### src/rtl/core/mlrt_pkg.sv
`default_nettype none

package mlrt_pkg;

  // Widest lane count the ports can carry.
  localparam int MAX_LANES = 4;

  // Race phase codes.
  localparam logic [1:0] PHASE_IDLE     = 2'd0;
  localparam logic [1:0] PHASE_RUNNING  = 2'd1;
  localparam logic [1:0] PHASE_FINISHED = 2'd2;

  // Event kind codes.
  localparam logic [1:0] KIND_NONE   = 2'd0;
  localparam logic [1:0] KIND_START  = 2'd1;
  localparam logic [1:0] KIND_RESET  = 2'd2;
  localparam logic [1:0] KIND_FINISH = 2'd3;

  // Input action codes.
  localparam logic ACTION_POLL = 1'b0;
  localparam logic ACTION_TICK = 1'b1;

  // Configuration register indexes.
  localparam logic [7:0] CFG_BUTTON_POL = 8'd0;
  localparam logic [7:0] CFG_FINISH_POL = 8'd1;

  // A history that reads exactly this value marks a press or a finish.
  localparam logic [7:0] HIST_HIT = 8'h01;

  // Place counter value once all places are handed out.
  localparam logic [2:0] NO_PLACE_LEFT = 3'd5;
  localparam logic [2:0] FIRST_PLACE   = 3'd1;
  localparam logic [2:0] LAST_PLACE    = 3'd4;

  // Bit positions in the per-item event set.
  localparam int EV_START = 0;
  localparam int EV_RESET = 1;
  localparam int EV_LANE0 = 2;
  localparam int EV_W     = EV_LANE0 + MAX_LANES;

  // Queue between front and back.
  localparam int QUEUE_DEPTH = 4;
  localparam int QPTR_W      = 2;

  // One classified item: the events it raised and the state after it.
  typedef struct packed {
    logic                   start_ev;
    logic                   reset_ev;
    logic [MAX_LANES-1:0]   fin_set;
    logic [1:0]             phase;
    logic [MAX_LANES-1:0]   mask;
    logic [3*MAX_LANES-1:0] places;
    logic [16*MAX_LANES-1:0] times;
  } mlrt_rec_t;

endpackage

`default_nettype wire

### src/rtl/core/mlrt_front.sv
`default_nettype none

module mlrt_front import mlrt_pkg::*; #(
  parameter int LANE_COUNT = 4
) (
  input  wire logic                 clk,
  input  wire logic                 rst,
  input  wire logic                 in_valid,
  output logic                      in_ready,
  input  wire logic                 action,
  input  wire logic                 start_level,
  input  wire logic                 reset_level,
  input  wire logic [MAX_LANES-1:0] finish_levels,
  input  wire logic                 cfg_valid,
  input  wire logic [7:0]           cfg_index,
  input  wire logic [7:0]           cfg_data,
  input  wire logic                 queue_full,
  output logic                      push,
  output mlrt_rec_t                 push_rec
);

  localparam logic [MAX_LANES-1:0] LANE_EN = MAX_LANES'((1 << LANE_COUNT) - 1);

  logic btn_pol_high;
  logic finish_active_high;

  logic [1:0]           phase;
  logic [15:0]          lane_ms    [MAX_LANES];
  logic [MAX_LANES-1:0] lane_active;
  logic [2:0]           lane_place [MAX_LANES];
  logic [2:0]           next_place;
  logic [7:0]           start_history;
  logic [7:0]           reset_history;
  logic [7:0]           finish_history [MAX_LANES];

  logic [1:0]           phase_next;
  logic [15:0]          lane_ms_next    [MAX_LANES];
  logic [MAX_LANES-1:0] lane_active_next;
  logic [2:0]           lane_place_next [MAX_LANES];
  logic [2:0]           next_place_next;
  logic [7:0]           start_history_next;
  logic [7:0]           reset_history_next;
  logic [7:0]           finish_history_next [MAX_LANES];

  logic                 start_hit;
  logic                 reset_hit;
  logic [MAX_LANES-1:0] fin_set;

  assign in_ready = !queue_full;
  assign push     = in_valid && in_ready;

  always_ff @(posedge clk) begin
    if (rst) begin
      btn_pol_high       <= 1'b0;
      finish_active_high <= 1'b0;
    end else if (cfg_valid) begin
      if (cfg_index == CFG_BUTTON_POL) begin
        btn_pol_high <= cfg_data[0];
      end else if (cfg_index == CFG_FINISH_POL) begin
        finish_active_high <= cfg_data[0];
      end
    end
  end

  always_comb begin
    logic s;
    logic r;
    logic a;
    phase_next         = phase;
    lane_active_next   = lane_active;
    next_place_next    = next_place;
    start_history_next = start_history;
    reset_history_next = reset_history;
    for (int i = 0; i < MAX_LANES; i++) begin
      lane_ms_next[i]        = lane_ms[i];
      lane_place_next[i]     = lane_place[i];
      finish_history_next[i] = finish_history[i];
    end
    start_hit = 1'b0;
    reset_hit = 1'b0;
    fin_set   = '0;
    s = start_level ^ !btn_pol_high;
    r = reset_level ^ !btn_pol_high;
    a = 1'b0;

    if (action == ACTION_TICK) begin
      if (phase == PHASE_RUNNING) begin
        for (int i = 0; i < MAX_LANES; i++) begin
          if (LANE_EN[i] && lane_active[i]) begin
            lane_ms_next[i] = lane_ms[i] + 16'd1;
          end
        end
      end
    end else begin
      start_history_next = {start_history[6:0], s};
      if (start_history_next == HIST_HIT &&
          (phase == PHASE_IDLE || phase == PHASE_FINISHED)) begin
        start_hit = 1'b1;
        for (int i = 0; i < MAX_LANES; i++) begin
          lane_ms_next[i]    = '0;
          lane_place_next[i] = '0;
        end
        lane_active_next = LANE_EN;
        next_place_next  = FIRST_PLACE;
        phase_next       = PHASE_RUNNING;
      end

      reset_history_next = {reset_history[6:0], r};
      if (reset_history_next == HIST_HIT) begin
        reset_hit = 1'b1;
        for (int i = 0; i < MAX_LANES; i++) begin
          lane_ms_next[i]        = '0;
          lane_place_next[i]     = '0;
          finish_history_next[i] = '0;
        end
        lane_active_next   = '0;
        phase_next         = PHASE_IDLE;
        next_place_next    = FIRST_PLACE;
        start_history_next = '0;
        reset_history_next = '0;
      end

      // Lanes are scanned in order so that places go out lowest lane first.
      if (phase_next == PHASE_RUNNING) begin
        for (int i = 0; i < MAX_LANES; i++) begin
          if (LANE_EN[i]) begin
            a = finish_levels[i] ^ !finish_active_high;
            finish_history_next[i] = {finish_history[i][6:0], a};
            if (finish_history_next[i] == HIST_HIT && lane_active_next[i]) begin
              fin_set[i]          = 1'b1;
              lane_active_next[i] = 1'b0;
              if (next_place_next >= FIRST_PLACE && next_place_next <= LAST_PLACE) begin
                lane_place_next[i] = next_place_next;
                next_place_next    = next_place_next + 3'd1;
              end else begin
                next_place_next = NO_PLACE_LEFT;
              end
            end
          end
        end
        if (fin_set != '0 && lane_active_next == '0) begin
          phase_next = PHASE_FINISHED;
        end
      end
    end
  end

  always_comb begin
    push_rec          = '0;
    push_rec.start_ev = start_hit;
    push_rec.reset_ev = reset_hit;
    push_rec.fin_set  = fin_set;
    push_rec.phase    = phase_next;
    push_rec.mask     = lane_active_next & LANE_EN;
    for (int i = 0; i < MAX_LANES; i++) begin
      if (LANE_EN[i]) begin
        push_rec.places[3*i +: 3]  = lane_place_next[i];
        push_rec.times[16*i +: 16] = lane_ms_next[i];
      end
    end
  end

  always_ff @(posedge clk) begin
    if (rst) begin
      phase         <= PHASE_IDLE;
      lane_active   <= '0;
      next_place    <= FIRST_PLACE;
      start_history <= '0;
      reset_history <= '0;
      for (int i = 0; i < MAX_LANES; i++) begin
        lane_ms[i]        <= '0;
        lane_place[i]     <= '0;
        finish_history[i] <= '0;
      end
    end else if (push) begin
      phase         <= phase_next;
      lane_active   <= lane_active_next;
      next_place    <= next_place_next;
      start_history <= start_history_next;
      reset_history <= reset_history_next;
      for (int i = 0; i < MAX_LANES; i++) begin
        lane_ms[i]        <= lane_ms_next[i];
        lane_place[i]     <= lane_place_next[i];
        finish_history[i] <= finish_history_next[i];
      end
    end
  end

endmodule

`default_nettype wire

### src/rtl/core/mlrt_queue.sv
`default_nettype none

module mlrt_queue import mlrt_pkg::*; (
  input  wire logic      clk,
  input  wire logic      rst,
  input  wire logic      push,
  input  wire mlrt_rec_t push_rec,
  input  wire logic      pop,
  output logic           full,
  output logic           empty,
  output mlrt_rec_t      head
);

  mlrt_rec_t         entries [QUEUE_DEPTH];
  logic [QPTR_W-1:0] wr_ptr;
  logic [QPTR_W-1:0] rd_ptr;
  logic [QPTR_W:0]   count;

  assign full  = count == (QPTR_W+1)'(QUEUE_DEPTH);
  assign empty = count == '0;
  assign head  = entries[rd_ptr];

  always_ff @(posedge clk) begin
    if (push) begin
      entries[wr_ptr] <= push_rec;
    end
  end

  always_ff @(posedge clk) begin
    if (rst) begin
      wr_ptr <= '0;
      rd_ptr <= '0;
      count  <= '0;
    end else begin
      if (push) begin
        wr_ptr <= wr_ptr + QPTR_W'(1);
      end
      if (pop) begin
        rd_ptr <= rd_ptr + QPTR_W'(1);
      end
      if (push && !pop) begin
        count <= count + (QPTR_W+1)'(1);
      end else if (pop && !push) begin
        count <= count - (QPTR_W+1)'(1);
      end
    end
  end

endmodule

`default_nettype wire

### src/rtl/core/mlrt_back.sv
`default_nettype none

module mlrt_back import mlrt_pkg::*; #(
  parameter int LANE_COUNT = 4
) (
  input  wire logic                   clk,
  input  wire logic                   rst,
  input  wire logic                   empty,
  input  wire mlrt_rec_t              head,
  output logic                        pop,
  output logic                        out_valid,
  input  wire logic                   out_ready,
  output logic [1:0]                  event_kind,
  output logic [1:0]                  event_lane,
  output logic [15:0]                 event_time,
  output logic [2:0]                  event_place,
  output logic [1:0]                  race_phase,
  output logic [MAX_LANES-1:0]        running_mask,
  output logic [3*MAX_LANES-1:0]      places_packed,
  output logic [16*MAX_LANES-1:0]     times_packed,
  output logic                        last
);

  localparam logic [MAX_LANES-1:0] LANE_EN = MAX_LANES'((1 << LANE_COUNT) - 1);

  logic [EV_W-1:0] done;
  logic [EV_W-1:0] pend;
  logic [EV_W-1:0] sel;
  logic            load;

  logic [1:0]             kind_next;
  logic [1:0]             lane_next;
  logic [15:0]            time_next;
  logic [2:0]             place_next;
  logic [1:0]             phase_next;
  logic [MAX_LANES-1:0]   mask_next;
  logic [3*MAX_LANES-1:0] places_next;
  logic [16*MAX_LANES-1:0] times_next;
  logic                   last_next;

  assign load = !empty && (!out_valid || out_ready);
  assign pop  = load && last_next;

  always_comb begin
    logic found;
    pend  = {head.fin_set, head.reset_ev, head.start_ev} & ~done;
    sel   = '0;
    found = 1'b0;
    for (int k = 0; k < EV_W; k++) begin
      if (pend[k] && !found) begin
        sel[k] = 1'b1;
        found  = 1'b1;
      end
    end

    kind_next   = KIND_NONE;
    lane_next   = '0;
    time_next   = '0;
    place_next  = '0;
    phase_next  = head.phase;
    mask_next   = head.mask;
    places_next = head.places;
    times_next  = head.times;

    if (sel[EV_START]) begin
      kind_next   = KIND_START;
      phase_next  = PHASE_RUNNING;
      mask_next   = LANE_EN;
      places_next = '0;
      times_next  = '0;
    end else if (sel[EV_RESET]) begin
      kind_next   = KIND_RESET;
      phase_next  = PHASE_IDLE;
      mask_next   = '0;
      places_next = '0;
      times_next  = '0;
    end else begin
      for (int i = 0; i < MAX_LANES; i++) begin
        if (sel[EV_LANE0 + i]) begin
          kind_next  = KIND_FINISH;
          lane_next  = 2'(i);
          time_next  = head.times[16*i +: 16];
          place_next = head.places[3*i +: 3];
          // Lanes that finish later in the same item still run here.
          for (int j = 0; j < MAX_LANES; j++) begin
            if (j > i && head.fin_set[j]) begin
              mask_next[j]          = 1'b1;
              places_next[3*j +: 3] = '0;
              phase_next            = PHASE_RUNNING;
            end
          end
        end
      end
    end

    last_next = (pend & ~sel) == '0;
  end

  always_ff @(posedge clk) begin
    if (rst) begin
      done      <= '0;
      out_valid <= 1'b0;
    end else begin
      if (load) begin
        out_valid <= 1'b1;
        done      <= last_next ? '0 : (done | sel);
      end else if (out_ready) begin
        out_valid <= 1'b0;
      end
    end
  end

  always_ff @(posedge clk) begin
    if (load) begin
      event_kind    <= kind_next;
      event_lane    <= lane_next;
      event_time    <= time_next;
      event_place   <= place_next;
      race_phase    <= phase_next;
      running_mask  <= mask_next;
      places_packed <= places_next;
      times_packed  <= times_next;
      last          <= last_next;
    end
  end

endmodule

`default_nettype wire

### src/rtl/core/multi_lane_race_timer.sv
`default_nettype none

// Multi-lane race timer. Each input transaction is either a pin sample poll
// or a one millisecond tick; each produces one to five result transactions,
// the final one flagged by last, and each result carries a snapshot of the
// race state right after its event. The front end takes one input
// transaction per cycle while the queue has room and settles the whole
// state update for it in that cycle. A four-entry queue then hands the item
// to the back end, which sends one result per cycle through an output
// register while out_ready allows, so an item with several results holds
// the back end until its last result is loaded. With one result per item
// and out_ready held high the block sustains one transaction per cycle on
// both sides. The polarity registers are written through the configuration
// channel, which is always ready; write them only while the block is idle.

module multi_lane_race_timer import mlrt_pkg::*; #(
  parameter int LANE_COUNT = 4
) (
  input  wire logic                    clk,
  input  wire logic                    rst,
  // Input item channel.
  input  wire logic                    in_valid,
  output logic                         in_ready,
  input  wire logic                    action,
  input  wire logic                    start_level,
  input  wire logic                    reset_level,
  input  wire logic [MAX_LANES-1:0]    finish_levels,
  // Result channel.
  output logic                         out_valid,
  input  wire logic                    out_ready,
  output logic [1:0]                   event_kind,
  output logic [1:0]                   event_lane,
  output logic [15:0]                  event_time,
  output logic [2:0]                   event_place,
  output logic [1:0]                   race_phase,
  output logic [MAX_LANES-1:0]         running_mask,
  output logic [3*MAX_LANES-1:0]       places_packed,
  output logic [16*MAX_LANES-1:0]      times_packed,
  output logic                         last,
  // Configuration write channel.
  input  wire logic                    cfg_valid,
  output logic                         cfg_ready,
  input  wire logic [7:0]              cfg_index,
  input  wire logic [7:0]              cfg_data
);

  mlrt_rec_t push_rec;
  mlrt_rec_t head;
  logic      push;
  logic      pop;
  logic      queue_full;
  logic      queue_empty;

  // The configuration channel is always ready.
  assign cfg_ready = 1'b1;

  // The front end debounces the pins, runs the timers and assigns places,
  // and pushes the events of each item together with the resulting state.
  mlrt_front #(
    .LANE_COUNT (LANE_COUNT)
  ) u_front (
    .clk           (clk),
    .rst           (rst),
    .in_valid      (in_valid),
    .in_ready      (in_ready),
    .action        (action),
    .start_level   (start_level),
    .reset_level   (reset_level),
    .finish_levels (finish_levels),
    .cfg_valid     (cfg_valid && cfg_ready),
    .cfg_index     (cfg_index),
    .cfg_data      (cfg_data),
    .queue_full    (queue_full),
    .push          (push),
    .push_rec      (push_rec)
  );

  mlrt_queue u_queue (
    .clk      (clk),
    .rst      (rst),
    .push     (push),
    .push_rec (push_rec),
    .pop      (pop),
    .full     (queue_full),
    .empty    (queue_empty),
    .head     (head)
  );

  // The back end walks the events of the item at the queue head in order
  // (start, reset, then finishes by lane) and rebuilds each snapshot.
  mlrt_back #(
    .LANE_COUNT (LANE_COUNT)
  ) u_back (
    .clk           (clk),
    .rst           (rst),
    .empty         (queue_empty),
    .head          (head),
    .pop           (pop),
    .out_valid     (out_valid),
    .out_ready     (out_ready),
    .event_kind    (event_kind),
    .event_lane    (event_lane),
    .event_time    (event_time),
    .event_place   (event_place),
    .race_phase    (race_phase),
    .running_mask  (running_mask),
    .places_packed (places_packed),
    .times_packed  (times_packed),
    .last          (last)
  );

endmodule

`default_nettype wire

### config.mk
export PLATFORM = sky130hd
export DESIGN_NAME = multi_lane_race_timer
export DESIGN_NICKNAME = d
export VERILOG_FILES = /design/src/rtl/core/mlrt_pkg.sv /design/src/rtl/core/mlrt_front.sv /design/src/rtl/core/mlrt_queue.sv /design/src/rtl/core/mlrt_back.sv /design/src/rtl/core/multi_lane_race_timer.sv
export SDC_FILE = /design/constraint.sdc
export NUM_CORES = 1
export LEC_CHECK = 0
export ABC_CLOCK_PERIOD_IN_PS = 5900
export BUFFER_PORTS_ARGS = -buffer_cell sky130_fd_sc_hd__buf_2
export CAP_MARGIN = 20
export CORE_MARGIN = 1
export CORE_UTILIZATION = 35
export CTS_CLUSTER_SIZE = 14
export DETAILED_ROUTE_END_ITERATION = 8
export PLACE_DENSITY = 0.57
export SYNTH_ARGS = -nofsm -noshare
export SYNTH_HDL_FRONTEND = slang
export SYNTH_HIERARCHICAL = 1
export SYNTH_SLANG_ARGS = --single-unit
### constraint.sdc
create_clock -name clk -period 5.9 [get_ports clk]
set_clock_uncertainty 0.2 [all_clocks]
set_input_delay 0 -clock clk [delete_from_list [all_inputs] [get_ports clk]]
set_output_delay 0 -clock clk [all_outputs]
set_load 0.05 [all_outputs]
==> impl_results.md <==
- Core Util, Final: 0.412
- Vias per cell: about 5.3
- Worst path required time: 6130 ps
- Layout cells sized above 1: 0.212
- Initial antenna violation count: 0
- Dpl hpwl: between 30 and 40 mm
- Overall power: about 14 mW
- Width of the die: between 200 and 300 um
- Dpl cell area: between 0.02 and 0.03 mm2
- Setup TNS Final: 0 ps
- Via count: roughly 15000
- Number of synthesized flops with an enable pin: approximately 560
- Root Driver: clkbuf_16
- Most used cell along the critical path: ha_1
- Async SR Flop Fraction: 0
- Worst path buffer plus inverter count: 2
- FP Rows: between 90 and 100
- Kind of critical path: flop to flop
- Max Freq: 177 MHz
- Critical Path AT: a little under 6000 ps
- FILL cells: 6499
- FF+latch count, synth: 603
- Post-CTS Setup Inserts: 0
- Clock slew at reported path FFs: around 60 ps
- Hold WS: about 110 ps
- Worst-Margin Slew: around 1100 ps
- Core area: 0.0720 mm2
- RD Place Congestion: between 0.8 and 0.9
- Gr usage total: 0.161
- Post-synthesis cell area: ~0.026 mm2
- Largest net degree at the start of global routing: between 70 and 80
- Synthesis-to-finish area growth: 15.8%
- Vias in the first global route: ~15000
- Final Critical Period: 5650 ps
- Die Area: 0.0743 mm2
- Crit. End Element: flop
- Die Y: approximately 270 um
- Slowest Stage Delay on Critical Path: a little under 600 ps
- Prevailing post-synth register cell: edfxtp_1
- Ports: ~140
- Commonest cells after routing, fill and taps aside: edfxtp_1, buf_2, nand2_1, and3_1, and2_1
- Worst skew pair latency: around 600 ps
- HP Class: input pin to flop
- Cell count after synthesis: ~1700
- Nets: between 1500 and 2000
- Clock buffer count from CTS: 66
- Hold Fails Final Rpt: 0
- Pre-antenna DRT Iters: 6
- Max-Cap Viols: 0
- Leakage power: 10.5 nW
- Remaining Overflow, GRT: 0
- Final routed DRC violation total: 0
- Pwr/cell area: 486 mW/mm2
- Yosys cell types: between 80 and 90
- Commonest non-fill, non-tap cell in the layout: edfxtp_1
- Startpoint Class: flop
- Crit path max fanout: 8
- Post-route antenna net violation count: 0
- Crit path max-delay family: simple AND/OR/NAND/NOR gates
- Final setup violation count: 0
- Clock tree buffer depth: 3
- Global-route wire length before repair: 90.2 mm
- Period Utilization, post-route: 0.957
- Net Count, Synth: roughly 1700
- Detailed Route WL: 60.1 mm
- Htree depth: 3
- Worst IR Drop VDD: around 0.00046 V
- Cell Chain, Critical Path: or4_4 -> nor3_4 -> nor2_1 -> nand2_1 -> ha_1 -> nor4_2 -> a2bb2oi_2 -> a211oi_2 -> inv_1 -> ha_1 -> o41a_4 -> ha_1 -> and3b_1 -> o21ai_2 -> and2_1 -> inv_1 -> ha_1 -> a21oi_1 -> or4b_1 -> o22ai_1
- CTS tree: done
- Outcome: finished clean
- PortBufs: roughly 130
- Slew Viols, Final: 0
- Routed WL per cell: around 21 um
- CTS Sinks: ~600
- Final instance area: approximately 0.030 mm2
- Initial Utilization: 0.356
- Slew Limit Headroom: 0.288
- Mean area per synthesized cell: 15.3 um2
- CP max-delay cell: or4b_1
- Post-synthesis sequential area ratio: 0.691
- Ys Warns: 6
- Initial DRC Count: between 1000 and 1500
[final cells by class]
| type | count | area (um2) | area share |
|---|---|---|---|
| repair buffers | 185 | 1130 | 0.0380 |
| diodes | 1 | 2.50 | 0.0000844 |
| well taps | 950 | 1190 | 0.0401 |
| clock buffers | 85 | 1780 | 0.0599 |
| clock inverters | 35 | 285 | 0.00962 |
| inverters | 26 | 97.6 | 0.00329 |
| flip-flops and latches | 603 | 17700 | 0.597 |
| multi-input cells | 951 | 7480 | 0.252 |
[layer usage]
| layer | share of wire | wire, um | GRT usage |
|---|---|---|---|
| met4 | 0.030 | 1810 | 0.0606 |
| met3 | 0.062 | 3750 | 0.0280 |
| met2 | 0.47 | 28200 | 0.258 |
| met5 | 0 | 0 | 0 |
| met1 | 0.44 | 26400 | 0.219 |
[sequential cells by signal, summed over array words and instances (netlist names), 3 cells and up, named ones only]
signal,flops
u_front/finish_history,28
u_front/lane_active,4
u_back/done,6
u_back/times_packed,64
u_front/next_place,3
u_back/event_time,16
u_back/running_mask,4
u_back/places_packed,12
u_front/lane_place,12
u_front/start_history,7
u_queue/count,3
u_front/lane_ms,64
u_queue/entries,352
u_back/event_place,3
u_front/reset_history,7
[kinds of logic (layout without fill, tap and decap cells)]
kind of cell | count (synthesis) | after routing | synth area share
multiplexers | 113 | 113 | 0.0882
other | 1 | 2 | 0.000146
flip-flops | 603 | 603 | 0.691
AND/OR/NAND/NOR | 582 | 582 | 0.122
adder cells (fa/ha/maj) | 22 | 22 | 0.0110
buffers and inverters | 121 | 331 | 0.0223
XOR/XNOR | 20 | 20 | 0.00684
AO/OA/AOI/OAI | 213 | 213 | 0.0580
[worst reg2reg max path, cell delays in order, from the launching register on]
cell and delay (ps):
dfxtp_1 330, or4_4 560, nor3_4 230, nor2_1 80, nand2_1 140, ha_1 260
nor4_2 320, a2bb2oi_2 130, a211oi_2 200, inv_1 100, ha_1 340, o41a_4 550
ha_1 230, and3b_1 270, o21ai_2 100, and2_1 240, inv_1 100, ha_1 200
a21oi_1 120, or4b_1 590, o22ai_1 180
[report_power, final]
group | internal [mW] | total [mW] | switching [mW] | leakage, nW
Sequential | 5.77 | 6.04 | 0.279 | 5.84
Clock | 2.27 | 3.92 | 1.65 | 1.00
Combinational | 1.15 | 4.44 | 3.30 | 3.63
[through the flow]
stage,setup WS (ps),cells
after detailed placement,11.4,2696
after global placement,171,2694
after CTS,19.1,2835
final,251,2836
after global routing,-32.3,2835
after floorplan,24.3,1675
[final timing paths]
path                                                      to                                  start  depth (start not counted)  slack (ps)
hold reg to reg        u_front/start_history[6]$_SDFFE_PP0P_  u_front/start_history[6]$_SDFFE_PP0P_                          2         260
hold / removal    u_front/finish_history[2][0]$_SDFFCE_PN0P_                       finish_levels[2]                          4         110
setup / recovery      u_front/lane_place[3][1]$_SDFFCE_PN0P_  u_front/start_history[4]$_SDFFE_PP0P_                         20         250
setup reg to reg      u_front/lane_place[3][1]$_SDFFCE_PN0P_  u_front/start_history[4]$_SDFFE_PP0P_                         20         250
[synth_stat cells (9+ instances only)]
master,count,share of area
nand4_1,14,0.0034
buf_2,17,0.0033
inv_1,25,0.0037
dfxtp_1,41,0.032
mux2i_1,18,0.0070
or3_1,11,0.0027
nand3_1,87,0.017
xnor2_1,10,0.0034
nor2_1,66,0.0097
mux4_2,88,0.077
a221o_1,17,0.0066
and3_1,111,0.027
a211oi_1,9,0.0026
nand2b_1,9,0.0022
o21ai_0,74,0.014
a21oi_1,34,0.0066
nand2_1,118,0.017
clkbuf_1,62,0.0091
nor3_1,16,0.0031
nor4_1,10,0.0024
ha_1,21,0.010
edfxtp_1,562,0.66
xor2_1,10,0.0034
and2_1,104,0.025
a22o_1,23,0.0079
[repair_timing]
item,4_1_cts,5_1_grt
resized for setup,1,20
pin swaps,0,1
endpoints found under the hold margin,53,0
endpoints found under the setup margin,8,16
hold buffers,19,0
Note: power is estimated with default switching activity, not from simulation.
